## config.mk

```make
export PLATFORM = sky130hd
export DESIGN_NAME = source_text_comment_strip_and_spacing_unit
export DESIGN_NICKNAME = d
export VERILOG_FILES = /design/src/hw/rtl/stcss_pkg.sv /design/src/hw/rtl/source_text_comment_strip_and_spacing_unit.sv /design/src/hw/rtl/stcss_core.sv /design/src/hw/rtl/stcss_ser.sv
export VERILOG_INCLUDE_DIRS = /design/src /design/src/hw/rtl
export SDC_FILE = /design/constraint.sdc
export NUM_CORES = 1
export LEC_CHECK = 0
export BUFFER_PORTS_ARGS = -buffer_cell sky130_fd_sc_hd__buf_2
export CORE_UTILIZATION = 34
export DETAILED_ROUTE_END_ITERATION = 8
export SLEW_MARGIN = 20
export SYNTH_ARGS = -nofsm -noshare
export SYNTH_HDL_FRONTEND = slang
export SYNTH_SLANG_ARGS = --single-unit
```

## constraint.sdc

```tcl
create_clock -name clk -period 4.9 [get_ports clk]
set_clock_uncertainty 0.15 [all_clocks]
set_input_delay 0.245 -clock clk [delete_from_list [all_inputs] [get_ports clk]]
set_output_delay 0.245 -clock clk [all_outputs]
set_load 0.05 [all_outputs]
```

## src/hw/rtl/source_text_comment_strip_and_spacing_unit_defines.svh

```systemverilog
// Shared assertion macros
`ifndef SOURCE_TEXT_COMMENT_STRIP_AND_SPACING_UNIT_DEFINES_SVH
`define SOURCE_TEXT_COMMENT_STRIP_AND_SPACING_UNIT_DEFINES_SVH

// check a condition on every clock outside reset
`define STCSS_ASSERT_ALWAYS(label, expr, msg) \
  label: assert property (@(posedge clk) disable iff (!rst_n) (expr)) else $error(msg);

// check that a condition implies another in the next cycle
`define STCSS_ASSERT_NEXT(label, ante, cons, msg) \
  label: assert property (@(posedge clk) disable iff (!rst_n) (ante) |=> (cons)) else $error(msg);

`endif

```

## src/hw/rtl/stcss_pkg.sv

```systemverilog
package stcss_pkg;

  localparam logic [7:0] CH_STAR  = 8'h2A;
  localparam logic [7:0] CH_PLUS  = 8'h2B;
  localparam logic [7:0] CH_SLASH = 8'h2F;
  localparam logic [7:0] CH_MINUS = 8'h2D;
  localparam logic [7:0] CH_OPEN  = 8'h28;
  localparam logic [7:0] CH_CLOSE = 8'h29;
  localparam logic [7:0] CH_SPACE = 8'h20;
  localparam logic [7:0] CH_NL    = 8'h0A;
  localparam logic [7:0] CH_CR    = 8'h0D;
  localparam logic [7:0] CH_TAB   = 8'h09;
  localparam logic [7:0] CH_FF    = 8'h0C;
  localparam logic [7:0] CH_VT    = 8'h0B;

  localparam int unsigned MAX_OUT = 4;
  localparam int unsigned CNT_W   = $clog2(MAX_OUT + 1);
  localparam int unsigned IDX_W   = $clog2(MAX_OUT);

  typedef struct packed {
    logic [MAX_OUT-1:0][7:0] chars;
    logic [CNT_W-1:0]        cnt;
  } load_t;

  typedef struct packed {
    logic emit;
    logic lws;
    logic ls;
  } sp_t;

  function automatic logic is_ws(input logic [7:0] c);
    return c == CH_SPACE || c == CH_NL || c == CH_CR || c == CH_TAB ||
           c == CH_FF || c == CH_VT;
  endfunction

  function automatic logic is_op(input logic [7:0] c);
    return c == CH_STAR || c == CH_PLUS || c == CH_SLASH || c == CH_MINUS;
  endfunction

  // collapse spaces, then drop leading whitespace
  function automatic sp_t sp_step(input logic [7:0] c, input logic lws, input logic ls);
    sp_t r;
    r.emit = 1'b0;
    r.lws  = lws;
    r.ls   = ls;
    if (!(c == CH_SPACE && lws)) begin
      r.lws = (c == CH_SPACE);
      if (ls || !is_ws(c)) begin
        r.ls   = 1'b1;
        r.emit = 1'b1;
      end
    end
    return r;
  endfunction

endpackage

```

## src/hw/rtl/source_text_comment_strip_and_spacing_unit.sv

```systemverilog
// Latency: results of an accepted word appear on out_* the next cycle.
// Throughput: one input word per cycle when out_tready is high and each word yields at most one
// output word; more outputs hold the input until the last is taken (operators up to 3, max 4).
// The buffer sends one word per cycle while out_tready is high and reloads as its last is taken.
// Reset: synchronous, active low; clears comment, lookahead and line state and empties the buffer.
module source_text_comment_strip_and_spacing_unit
  import stcss_pkg::*;
(
  input  logic       clk,
  input  logic       rst_n,
  input  logic       in_tvalid,
  output logic       in_tready,
  input  logic [7:0] in_tdata,   // [7:0] ch
  input  logic       in_tlast,   // end_of_line
  output logic       out_tvalid,
  input  logic       out_tready,
  output logic [7:0] out_tdata,  // [7:0] out_ch
  output logic       out_tlast   // last
);

  logic  acc;
  logic  can_load;
  load_t load;

  assign in_tready = can_load;
  assign acc       = in_tvalid && can_load;

  stcss_core u_core (
    .clk   (clk),
    .rst_n (rst_n),
    .acc   (acc),
    .ch    (in_tdata),
    .eol   (in_tlast),
    .load  (load)
  );

  stcss_ser u_ser (
    .clk        (clk),
    .rst_n      (rst_n),
    .acc        (acc),
    .load       (load),
    .can_load   (can_load),
    .out_tvalid (out_tvalid),
    .out_tready (out_tready),
    .out_tdata  (out_tdata),
    .out_tlast  (out_tlast)
  );

endmodule

```

## src/hw/rtl/stcss_core.sv

```systemverilog
module stcss_core
  import stcss_pkg::*;
(
  input  logic       clk,
  input  logic       rst_n,
  input  logic       acc,
  input  logic [7:0] ch,
  input  logic       eol,
  output load_t      load
);

  logic in_comment_r, in_comment_nxt;
  logic pend_r, pend_nxt;
  logic ls_r, ls_nxt;
  logic lws_r, lws_nxt;

  logic [MAX_OUT-1:0]      slot_v;
  logic [MAX_OUT-1:0][7:0] slot_c;

  always_comb begin
    sp_t sp;
    logic lws;
    logic ls;
    sp = '0;
    lws = lws_r;
    ls = ls_r;
    slot_v = '0;
    slot_c = '0;
    in_comment_nxt = in_comment_r;
    pend_nxt = pend_r;
    ls_nxt = ls_r;
    lws_nxt = lws_r;
    priority if (eol) begin
      if (pend_r && !in_comment_r) begin
        sp = sp_step(CH_OPEN, lws, ls);
        slot_v[0] = sp.emit;
        slot_c[0] = CH_OPEN;
        ls = sp.ls;
      end
      slot_v[1] = ls;
      slot_c[1] = CH_NL;
      pend_nxt = 1'b0;
      ls_nxt = 1'b0;
      lws_nxt = 1'b0;
    end else if (in_comment_r) begin
      if (pend_r && ch == CH_CLOSE) begin
        in_comment_nxt = 1'b0;
        pend_nxt = 1'b0;
      end else begin
        pend_nxt = (ch == CH_STAR);
      end
    end else if (pend_r && ch == CH_STAR) begin
      in_comment_nxt = 1'b1;
      pend_nxt = 1'b0;
    end else begin
      if (pend_r) begin
        sp = sp_step(CH_OPEN, lws, ls);
        slot_v[0] = sp.emit;
        slot_c[0] = CH_OPEN;
        lws = sp.lws;
        ls = sp.ls;
      end
      pend_nxt = (ch == CH_OPEN);
      if (ch != CH_OPEN) begin
        if (is_op(ch)) begin
          sp = sp_step(CH_SPACE, lws, ls);
          slot_v[1] = sp.emit;
          slot_c[1] = CH_SPACE;
          lws = sp.lws;
          ls = sp.ls;
          sp = sp_step(ch, lws, ls);
          slot_v[2] = sp.emit;
          slot_c[2] = ch;
          lws = sp.lws;
          ls = sp.ls;
          sp = sp_step(CH_SPACE, lws, ls);
          slot_v[3] = sp.emit;
          slot_c[3] = CH_SPACE;
          lws = sp.lws;
          ls = sp.ls;
        end else begin
          sp = sp_step(ch, lws, ls);
          slot_v[1] = sp.emit;
          slot_c[1] = ch;
          lws = sp.lws;
          ls = sp.ls;
        end
      end
      ls_nxt = ls;
      lws_nxt = lws;
    end
  end

  // pack emitted slots toward index zero
  always_comb begin
    logic [CNT_W-1:0] n;
    n = '0;
    load.chars = '0;
    for (int i = 0; i < MAX_OUT; i++) begin
      if (slot_v[i]) begin
        load.chars[n[IDX_W-1:0]] = slot_c[i];
        n = n + 1'b1;
      end
    end
    load.cnt = n;
  end

  always_ff @(posedge clk) begin
    if (!rst_n) begin
      in_comment_r <= 1'b0;
      pend_r <= 1'b0;
      ls_r <= 1'b0;
      lws_r <= 1'b0;
    end else if (acc) begin
      in_comment_r <= in_comment_nxt;
      pend_r <= pend_nxt;
      ls_r <= ls_nxt;
      lws_r <= lws_nxt;
    end
  end

endmodule

```

## src/hw/rtl/stcss_ser.sv

```systemverilog
`include "source_text_comment_strip_and_spacing_unit_defines.svh"

module stcss_ser
  import stcss_pkg::*;
(
  input  logic       clk,
  input  logic       rst_n,
  input  logic       acc,
  input  load_t      load,
  output logic       can_load,
  output logic       out_tvalid,
  input  logic       out_tready,
  output logic [7:0] out_tdata,
  output logic       out_tlast
);

  logic [MAX_OUT-1:0][7:0] buf_r;
  logic [CNT_W-1:0]        cnt_r;
  logic [IDX_W-1:0]        idx_r;
  logic                    take;

  assign out_tvalid = (cnt_r != '0);
  assign out_tdata  = buf_r[idx_r];
  assign out_tlast  = (cnt_r == CNT_W'(1));
  assign take       = out_tvalid && out_tready;
  assign can_load   = (cnt_r == '0) || (out_tlast && out_tready);

  always_ff @(posedge clk) begin
    if (acc) begin
      buf_r <= load.chars;
    end
  end

  always_ff @(posedge clk) begin
    if (!rst_n) begin
      cnt_r <= '0;
      idx_r <= '0;
    end else if (acc) begin
      cnt_r <= load.cnt;
      idx_r <= '0;
    end else if (take) begin
      cnt_r <= cnt_r - 1'b1;
      idx_r <= idx_r + 1'b1;
    end
  end

  `STCSS_ASSERT_ALWAYS(a_cnt_range, cnt_r <= CNT_W'(MAX_OUT), "word count out of range")
  `STCSS_ASSERT_ALWAYS(a_idx_fit, ({1'b0, idx_r} + cnt_r) <= (CNT_W + 1)'(MAX_OUT), "index overrun")
  `STCSS_ASSERT_NEXT(a_load_idx, acc, idx_r == '0, "load did not rewind index")
  `STCSS_ASSERT_NEXT(a_drain, take && out_tlast && !acc, cnt_r == '0, "buffer not empty after last word")

endmodule
```

==> summary.md <==
| Metric | Value |
|---|---|
| Clock buffer depth | `2` |
| Worst Tran Pin Value | `0.617 ns` |
| Antenna diode count | `0` |
| Fin. Hold Viols | `0` |
| Num rows | `30` |
| YS warnings | `0` |
| Multi-input combinational cell area | `about 1300 um^2` |
| I/O Buffers | `23` |
| #FFs+latches synth | `41` |
| EDFF count, synth | `32` |
| Reg clk slew, reported paths | `~0.08 ns` |
| Max cap viols | `0` |
| Layout Cell Area excl Fill | `between 2000 and 3000 um^2` |
| Max Clk Rate | `271 MHz` |
| Nets | `~270` |
| H-tree depth | `2` |
| Max incr delay on CP | `~0.58 ns` |
| Final WL | `5.35 mm` |
| WP data arrival | `between 3 and 4 ns` |
| Slew Limit Headroom | `0.586` |
| TNS Setup | `0 ns` |
| Pre-CTS setup slack | `roughly 1.1 ns` |
| Die H | `just under 90 um` |
| Largest family of logic cells by synthesized area | `simple AND/OR/NAND/NOR gates` |
| Crit path max fanout | `12` |
| RSZ-0062 raised after global routing | `false` |
| Die area | `around 7700 um^2` |
| Worst R2R Setup Slack | `1.21 ns` |
| Worst path slowest cell | `dfxtp_1` |
| Max rail drop VDD | `~0.17 mV` |
| RePlAce Congestion | `0.865` |
| Initial antenna violation count | `0` |
| Hold WS | `about 0.14 ns` |
| Post-synth ARST share | `0` |
| TritonRoute pass-1 iters | `4` |
| Hold Startpoint | `rst_n` |
| Fillers | `between 600 and 700` |
| Num Clock Sinks | `41` |
| Post-DP Area | `2690 um^2` |
| Cell area after synthesis | `~2500 um^2` |
| Initial DRC Count | `between 100 and 150` |
| Hpwl dp | `~3.8 mm` |
| Number of global-route vias before repair | `~1700` |
| Vias post-DR | `about 1900` |
| Setup Viol. Count Final | `0` |
| GRT Total Usage | `0.151` |
| CTS Buf Count | `5` |
| Most frequent cells after synthesis | `edfxtp_1 (32), nand2_1 (16)` |
| Root buffer cell | `clkbuf_8` |
| Critical path, cell by cell | `nor3_1 -> and4b_1 -> a311oi_1 -> nand2_1 -> and2_1 -> ha_1 -> xnor2_1 -> inv_1 -> ha_1 -> nor2_1 -> nand2_1 -> nand4_1 -> and4_1 -> a22o_1` |
| Status | `completed` |
| Top-count cell post-synth | `edfxtp_1` |
| Worst r2r dst | `u_ser.buf_r[10]` |
| Fin crit period | `approximately 3.7 ns` |
| Worst min path class | `input port to flip-flop` |
| XOR/XNOR share of the synthesized area | `0.0176` |
| DRC errors left | `0` |
| Synth top area cells | `edfxtp_1 (39%), dfxtp_1 (7.2%), mux4_2 (7.2%)` |
| Slew Limit Fails | `0` |
| Hold_buf cts | `0` |
| Synth Area in Simple Gates | `0.215` |
| Area grow syn2layout | `12.6%` |
| Adder-cell share of the synthesized area | `0.0402` |
| Mux share of post-synthesis cell area | `0.0810` |
| Worst Path Required | `approximately 4.8 ns` |
| Hold path depth | `2` |
| Ys flop type | `edfxtp_1` |
| FF+latch area | `1140 um^2` |
| Routed Antenna Nets | `0` |
| Hold Path Sink | `u_ser.cnt_r[0]` |
| Share of layout cells above drive strength 1 | `0.199` |
| Largest net degree at the start of global routing | `47` |
| Vias per cell | `5.34` |
| PostCTS Resize Cnt | `0` |
| Share of the synthesized area in the top cell type | `0.386` |
| Leakage | `between 1 and 1.5 nW` |
| WS Path Type | `flip-flop to flip-flop` |
| CP startpoint kind | `flip-flop` |
| Worst Setup End Kind | `flip-flop` |
| Worst-skew pair later-pin latency | `roughly 0.3 ns` |
| RR Startpoint | `u_core.pend_r` |
| Min setup slack post-route | `~1.2 ns` |
| Initial Utilization | `0.358` |
| Placed insts | `between 300 and 400` |
| Global-route wire length before repair | `slightly below 9 mm` |
| Synth area leader | `edfxtp_1` |
| Setup Buffers After CTS | `0` |
| Final non-filler cell total | `~350` |
| Cells on worst reg2reg path | `14` |
| Syn_area_per_cell | `around 11 um^2` |
| Congestion Overflow GR | `0` |
| Synth Instances | `229` |
| TritonCTS clock tree | `done` |
| Core Area | `a little under 7000 um^2` |
| Sequential-to-total area share from yosys stat | `0.459` |
| Synth cell types | `between 50 and 60` |
| Compound-Gate Fraction of Synth Area | `0.144` |
| Die X | `about 88 um` |
| Boundary Pins | `24` |
| Drt wl/cell | `15.4 um` |
| Pwr/cell area | `~490 nW/um^2` |
| Crit share post-route | `0.752` |
[registers in the layout, summed over array words and instances, names as in the netlist]
name / count
u_ser.buf_r: 32
u_ser.idx_r: 2
u_core.ls_r: 1
u_core.pend_r: 1
u_core.in_comment_r: 1
u_core.lws_r: 1
u_ser.cnt_r: 3
[logic make-up after synthesis]
logic type                 after synthesis
AOI/OAI and AO/OA                       49
xor gates and xnor gates                 5
adders and majority gates                8
buffers and inverters                   26
DFF                                     41
muxes                                   10
other                                    1
and+or+nand+nor                         89
[how the worst max path moves through the flow]
| stage | start | to | slack (ns) | depth (start not counted) |
|---|---|---|---|---|
| after floorplan | u_core.in_comment_r | u_ser.buf_r[10] | 1.48 | 16 |
| after global placement | in_tdata[0] | u_ser.buf_r[8] | 1.16 | 15 |
| after detailed placement | in_tdata[0] | u_ser.buf_r[10] | 1.08 | 15 |
| after CTS | u_core.pend_r | u_ser.buf_r[10] | 1.25 | 14 |
| after global routing | u_core.pend_r | u_ser.buf_r[10] | 0.98 | 14 |
| final | u_core.pend_r | u_ser.buf_r[10] | 1.21 | 14 |
[metrics by stage]
step                      total power [mW]   util
after floorplan                       1.01      -
after global placement                1.12  0.388
after detailed placement              1.13  0.388
after CTS                             1.40  0.403
after global routing                  1.47  0.403
final                                 1.38  0.403
[final cells by class]
| type | count | area share |
|---|---|---|
| Inverter | 11 | 0.0147 |
| Clock inverter | 2 | 0.0125 |
| Tap cell | 96 | 0.0429 |
| Timing Repair Buffer | 24 | 0.0438 |
| Sequential cell | 41 | 0.408 |
| Clock buffer | 6 | 0.0259 |
| Multi-Input combinational cell | 167 | 0.453 |
[power breakdown]
| group | internal [mW] | switching, mW | total, mW |
|---|---|---|---|
| registers | 0.503 | 0.0528 | 0.556 |
| logic | 0.176 | 0.383 | 0.559 |
| clock network | 0.151 | 0.118 | 0.269 |
| total | 0.830 | 0.554 | 1.38 |
[per-layer routing]
metal  wire length, um  track usage  vias up
li1                  -            -      909
met1              2610        0.220      875
met2              2390        0.224       62
met3               274       0.0320        8
met4                80       0.0507        0
met5                 0            0        -
[critical path: cells and delay by family (launching register included)]
kind / cells / cell delay (ns)
compound gates: 2 / 0.57
xor+xnor: 1 / 0.20
fa+ha+maj: 2 / 0.61
buf+inv: 1 / 0.11
flops: 1 / 0.58
simple gates: 8 / 1.22
[cell usage in the layout, fill, tap and decap left out, types with 4 or more instances in the layout]
| cell | count |
|---|---|
| nor2_1 | 11 |
| nand2b_1 | 6 |
| inv_1 | 11 |
| clkbuf_8 | 5 |
| a41o_1 | 4 |
| and3_1 | 4 |
| o21ai_0 | 11 |
| nor4_1 | 4 |
| a21oi_1 | 4 |
| buf_2 | 23 |
| nor2b_1 | 5 |
| a32o_1 | 4 |
| nand4_1 | 5 |
| nand3_1 | 6 |
| a31oi_1 | 4 |
| dfxtp_1 | 9 |
| nand2_1 | 16 |
| and2_1 | 10 |
| edfxtp_1 | 32 |
| nor3_1 | 6 |
| mux4_2 | 8 |
| conb_1 | 6 |
| ha_1 | 8 |
Power figures use the tool's default switching activity.
